`src/hw/rtl/wmsd_pkg.sv`:
```
// Shared types and constants for the windowed mean and deviation block.
// No dependencies; every other file imports this package.
`timescale 1ns / 1ps
`default_nettype none
package wmsd_pkg;

  // Default sizes handed down from the top level.
  localparam int unsigned MAX_GROUPS_DEF = 16;
  localparam int unsigned MAX_WINDOW_DEF = 1024;

  // Fixed field widths.
  localparam int unsigned GROUP_W  = 4;
  localparam int unsigned SAMPLE_W = 24;
  localparam int unsigned STD_W    = 23;
  localparam int unsigned NUM_W    = 11;
  localparam int unsigned CFG_W    = 23;
  localparam int unsigned CFGIDX_W = 4;

  // Internal datapath widths.
  localparam int unsigned SUM_W  = 36;
  localparam int unsigned DIFF_W = 25;
  localparam int unsigned SQ_W   = 49;
  localparam int unsigned DIV_W  = 60;
  localparam int unsigned ROOT_W = 30;

  // Register indexes on the configuration channel.
  localparam logic [CFGIDX_W-1:0] CFG_WINDOW_LENGTH = 4'd0;
  localparam logic [CFGIDX_W-1:0] CFG_THRESHOLD     = 4'd1;

  // Reset values and fixed results.
  localparam logic [NUM_W-1:0]    WINDOW_LENGTH_RST = 11'd1024;
  localparam logic [STD_W-1:0]    THRESHOLD_RST     = 23'd1049;
  localparam logic [SAMPLE_W-1:0] ONE_Q20           = 24'h100000;
  localparam logic [STD_W-1:0]    STD_MAX           = 23'h7FFFFF;

  // Item codes.
  localparam logic MODE_PUSH   = 1'b0;
  localparam logic MODE_REPORT = 1'b1;

  // One input word as it travels through the queue.
  typedef struct packed {
    logic                       mode;
    logic [GROUP_W-1:0]         group;
    logic signed [SAMPLE_W-1:0] sample;
  } item_t;

  // Queue output toward the back end.
  typedef struct packed {
    logic  valid;
    item_t item;
  } queue_out_t;

  typedef enum logic [2:0] {
    ST_IDLE,
    ST_SUM,
    ST_MEAN_GO,
    ST_DIV_MEAN,
    ST_SQ,
    ST_VAR_GO,
    ST_DIV_VAR,
    ST_SQRT_OUT
  } state_t;

endpackage
`default_nettype wire

```
`src/hw/rtl/wmsd_front.sv`:
```
// Front end: accepts command words and holds them in a two-word queue.
// Depends on wmsd_pkg.
`timescale 1ns / 1ps
`default_nettype none
module wmsd_front (
  input  wire                   clk,
  input  wire                   rst,
  input  wire                   start,
  input  wire                   in_mode,
  input  wire [3:0]             in_group,
  input  wire signed [23:0]     in_sample,
  output logic                  busy,
  input  wire                   pop,
  output wmsd_pkg::queue_out_t  qout
);
  import wmsd_pkg::*;

  item_t      slots [2];
  logic       wr_ptr;
  logic       rd_ptr;
  logic [1:0] count;
  logic       push;
  logic       take;

  // A word enters when the queue has room; the back end takes from the head.
  assign busy = (count == 2'd2);
  assign push = start && !busy;
  assign take = pop && (count != 2'd0);

  always_ff @(posedge clk) begin
    if (rst) begin
      wr_ptr <= 1'b0;
      rd_ptr <= 1'b0;
      count  <= 2'd0;
    end else begin
      if (push) wr_ptr <= !wr_ptr;
      if (take) rd_ptr <= !rd_ptr;
      unique case ({push, take})
        2'b10:   count <= count + 2'd1;
        2'b01:   count <= count - 2'd1;
        default: count <= count;
      endcase
    end
  end

  // Payload slots need no reset.
  always_ff @(posedge clk) begin
    if (push) begin
      slots[wr_ptr].mode   <= in_mode;
      slots[wr_ptr].group  <= in_group;
      slots[wr_ptr].sample <= in_sample;
    end
  end

  assign qout.valid = (count != 2'd0);
  assign qout.item  = slots[rd_ptr];

endmodule
`default_nettype wire

```
`config.mk`:
```
export PLATFORM = sky130hd
export DESIGN_NAME = wmsd_front
export DESIGN_NICKNAME = d
export VERILOG_FILES = /design/src/hw/rtl/wmsd_pkg.sv /design/src/hw/rtl/wmsd_front.sv
export SDC_FILE = /design/constraint.sdc
export NUM_CORES = 1
export LEC_CHECK = 0
export BUFFER_PORTS_ARGS = -buffer_cell sky130_fd_sc_hd__buf_2
export CAP_MARGIN = 20
export CORE_MARGIN = 2
export CORE_UTILIZATION = 45
export CTS_CLUSTER_SIZE = 40
export DETAILED_ROUTE_END_ITERATION = 8
export PLACE_DENSITY = 0.7
export SLEW_MARGIN = 20
export SYNTH_ARGS = -nofsm -noshare
export SYNTH_HDL_FRONTEND = slang
export SYNTH_SLANG_ARGS = --single-unit
```
`constraint.sdc`:
```
create_clock -name clk -period 2.7 [get_ports clk]
set_input_delay 0.405 -clock clk [delete_from_list [all_inputs] [get_ports clk]]
set_output_delay 0.405 -clock clk [all_outputs]
set_load 0.05 [all_outputs]
```
Word-level counts from Yosys, hierarchy flattened
Memory sizes are Yosys's and may differ from the RTL's. A register that Yosys moved wholly into a read port is not among the register bits. Cells that the tools add are included.

Flip-flop bits (word level): 4. Bits in writable memories: 58. Input port bits: 33. Output and inout bits: 31. Logic and storage cells: 21. Memories kept: 1.

Add/sub/neg operators: 2. Eq/ne operators: 3. Mux-type cells: 5. Reductions and logical operators: 7.

Memories: slots (words 2, width 29, read ports 1, clocked after Yosys merged registers in 1, wr ports 1, RTL line wmsd_front.sv:18) `item_t slots [2];`.

Operators by type and width (number): $eq 2x2->1 const B (2); $mux 1 (4); $pmux 2 s2 (1); $reduce_bool 2->1 (2); $logic_not 1->1 (3); $add 2x1->2 const B (1); $eq 2x1->1 const B (1); $logic_and 1x1->1 (2); $sub 2x1->2 const B (1).

Depth between registers and ports, before layout
Depth in word-level cells: 5. Gate-level depth with buffers: 6. Mapped depth without buffers: 6.

Worst setup path before layout
OpenSTA, ideal clock, no wires.

Kind: register to register. Start point: reg count[0]. End point: mem slots[0][0] (netlist bit), enable pin. Setup time: 0.384 ns. Data arrival time: 1.583 ns. Data required time: 2.316 ns. Slack: 0.733 ns. Stages on the path, launching flop included: 5. Path buffers: 0. Path through: dfxtp_1 -> nand2b_2 -> inv_2 -> or3_1 -> inv_1.

Longest elaborated chain between the ends: 5.

Ends and longest elaborated chain: start: declaration (RTL line wmsd_front.sv:21) `logic [1:0] count;`; start signal: assignment (RTL line wmsd_front.sv:39) `2'b10: count <= count + 2'd1;`; start signal: assignment (RTL line wmsd_front.sv:40) `2'b01: count <= count - 2'd1;`; start signal: assignment (RTL line wmsd_front.sv:41) `default: count <= count;`; $eq 2x2->1 (RTL line wmsd_front.sv:26) `assign busy = (count == 2'd2);`; named net busy (RTL line wmsd_front.sv:12) `output logic busy,`; $logic_not 1->1 (RTL line wmsd_front.sv:27) `assign push = start && !busy;`; $logic_and 1x1->1 (RTL line wmsd_front.sv:27); $mux 1 (RTL line wmsd_front.sv:48) `if (push) begin`; $mux 1 (not written as such) (RTL line wmsd_front.sv:51) `slots[wr_ptr].sample <= in_sample;`; end: declaration (RTL line wmsd_front.sv:18).

The timed path passes the listed nets, and every way through them passes these cells.

==> results.md <==
- VDD IR max: 0.943 mV
- Worst setup margin: 0.826 ns
- Status: finished clean
- Antenna violations before repair: 0
- Synth area leaders: edfxtp_1 75%, mux2_2 11%, dfxtp_1 4.3%
- Crit-path max cell delay: 0.37 ns
- Worst Setup End Kind: output port
- Syn_nets: 150
- I/O pins: 64
- Endpoints failing hold: 0
- Vias in the first global route: 1216
- H-tree depth: 3
- Worst setup SP type: flip-flop
- Ant diodes: 0
- Worst r2r src: count[0]$_SDFFE_PP0P_
- Reg2reg setup slack: 0.95 ns
- Final RePlAce weighted congestion: 0.718
- Routed WL per cell: 14.3 um
- Combinational share of power: 0.380
- Fin Hold WS: 0.263 ns
- Clk sinks: 63
- Count of different cell masters after synthesis: 20
- Most used DFF post-synth: edfxtp_1
- Ys Warns: 0
- Postcts setup bufs: 0
- Post-place setup slack: 0.951 ns
- Final period util: 0.694
- # hold bufs at CTS: 0
- Total track usage: 0.138
- Max Root-Sink Buffers: 2
- DRC: 0
- Port Buf Inserts: 63
- Routed Antenna Nets: 0
- First-pass GRT wire length: 5420 um
- DPL Wire Length: 2540 um
- Die Ht: 75.7 um
- Die area: 5730 um2
- DR vias/cell: 4.65
- Clock power share: 0.227
- Die width: 75.7 um
- Grt total ovfl: 0
- Final setup viols: 0
- Critical path endpoint: qout[28]
- Maxcap violations: 0
- Crit path cell chain: buf_4 > mux2_2 > buf_2
- Measured slew at the worst slew-check pin: 0.397 ns
- Worst path slowest cell: mux2_2
- Netlist Area Pre-Place: 2310 um2
- CP Data Required Time: 2.30 ns
- Initial Util: 0.459
- CP arrival: 1.47 ns
- Min Tclk post-route: 1.87 ns
- Final WL: 3810 um
- Skew-Pair Late Insertion Delay: 0.33 ns
- CTS tree: yes
- Syn-to-layout area delta: 25.8%
- Final core occ: 0.577
- Non-Filler Instances: 266
- # rows: 26
- TritonRoute pass-1 iters: 4
- Max frequency: 0.534 GHz
- Fill count: 398
- Slew Limit Fails: 0
- Num CTS Buffers: 9
- Nets@finish: 225
- Synth top cells by count: 58 x edfxtp_1, 22 x mux2_2, 7 x mux2_1
- CORE AREA: 5040 um2
- Cell chosen for the clock root: clkbuf_8
- Critical path type: reg -> out
- Clock transition at the registers of the reported paths: 0.07 ns
- Share of cells above drive strength 1: 0.526
- Switching part of the total: 0.386
- Worst slew margin: 0.736
- Initial DRC count: 82
- Most common cell in the netlist: edfxtp_1
- Worst r2r dst: slots[0][1]$_DFFE_PP_
- Leakage power: 0.00112 uW
- Hold path depth: 1
- Clock Skews: 0.00669 ns
- Ys async rst share: 0
- Placed insts: 250
- Seq pwr share: 0.393
- Dominant cell type by area after synthesis: edfxtp_1
- Avg Inst Size Synth: 19.9 um2
- Top-area cell type share of the netlist area: 0.753
- Pwr/cell area: 1130 nW/um2
- CTS resizes: 0
- Psw: 1270 uW
- Pint: 2010 uW
- Vias: 1237
- Synth Register Bits: 63
- Hold/Removal Path Class: in -> reg
- Setup TNS: 0 ns
- Reg2reg path depth: 5
- RSZ-0062 raised after global routing: no
- EDFF count, synth: 58
- Seq/Total Area, Yosys: 0.797
- Largest net degree at the start of global routing: 30
- Critical Path Fanout Max: 15
- Mapped Cells: 116
area by class of cell:
type	instances	area, um2	share of cell area
multi-input cells	47	442	0.152
repair buffers	67	345	0.119
well taps	70	87.6	0.0301
clock inverters	5	48.8	0.0168
inverters	3	11.3	0.00387
clock buffers	11	131	0.0452
flip-flops and latches	63	1840	0.633
worst max-delay path, delay by kind of cell, from the launching register on:
family,cells,cell delay (ns)
flip-flops,1,0.33
multiplexers,1,0.37
buffers and inverters,2,0.44
power groups by stage:
stage               clock network [uW]  registers, uW  logic (uW)
finish                             742           1290        1250
detailed placement                   0           1310        1260
CTS                                759           1290        1260
floorplan                            0           1290         999
global placement                     0           1300        1230
global route                       802           1300        1310
kinds of logic after synthesis:
family,Yosys count,synth area share
DFF,63,0.797
muxes,29,0.141
and+or+nand+nor,9,0.0211
buffers and inverters,6,0.0124
AOI/OAI and AO/OA,5,0.0119
xor gates and xnor gates,3,0.0114
adders and majority gates,1,0.00541
registers in the layout, summed over array words and instances (netlist names), named ones only:
register,flops
wr_ptr,1
rd_ptr,1
count,2
slots,58
metrics by stage:
stage / total power (uW) / instance area (um2)
after global placement: 2530 / 2730
after detailed placement: 2560 / 2730
final: 3270 / 2910
after CTS: 3310 / 2910
after global routing: 3410 / 2910
after floorplan: 2290 / 2310
layout by cell type (no fill, tap or decap), drive strengths merged, types with 2 or more instances in the layout:
cell type  synthesis  final
inv                3      3
clkinv             0      3
or3                2      2
xnor2              2      2
buf                3     67
dfxtp              5      5
mux2              29     29
nor2               3      3
edfxtp            58     58
a21oi              2      2
clkbuf             0     11
o21ai              2      2
layer usage:
metal	GRT usage	wire, um
met1	0.154	1600
met2	0.226	1900
met3	0.0622	240
met4	0.0702	72
met5	0	0
worst min-delay path by stage:
stage,slack [ns],end,startpoint
floorplan,0.45,wr_ptr$_SDFFE_PP0P_,wr_ptr$_SDFFE_PP0P_
global placement,0.47,wr_ptr$_SDFFE_PP0P_,wr_ptr$_SDFFE_PP0P_
detailed placement,0.49,wr_ptr$_SDFFE_PP0P_,wr_ptr$_SDFFE_PP0P_
CTS,0.25,slots[0][14]$_DFFE_PP_,in_sample[14]
global route,0.24,slots[1][15]$_DFFE_PP_,in_sample[15]
finish,0.26,slots[0][14]$_DFFE_PP_,in_sample[14]
Note: power is estimated with default switching activity, not from simulation.
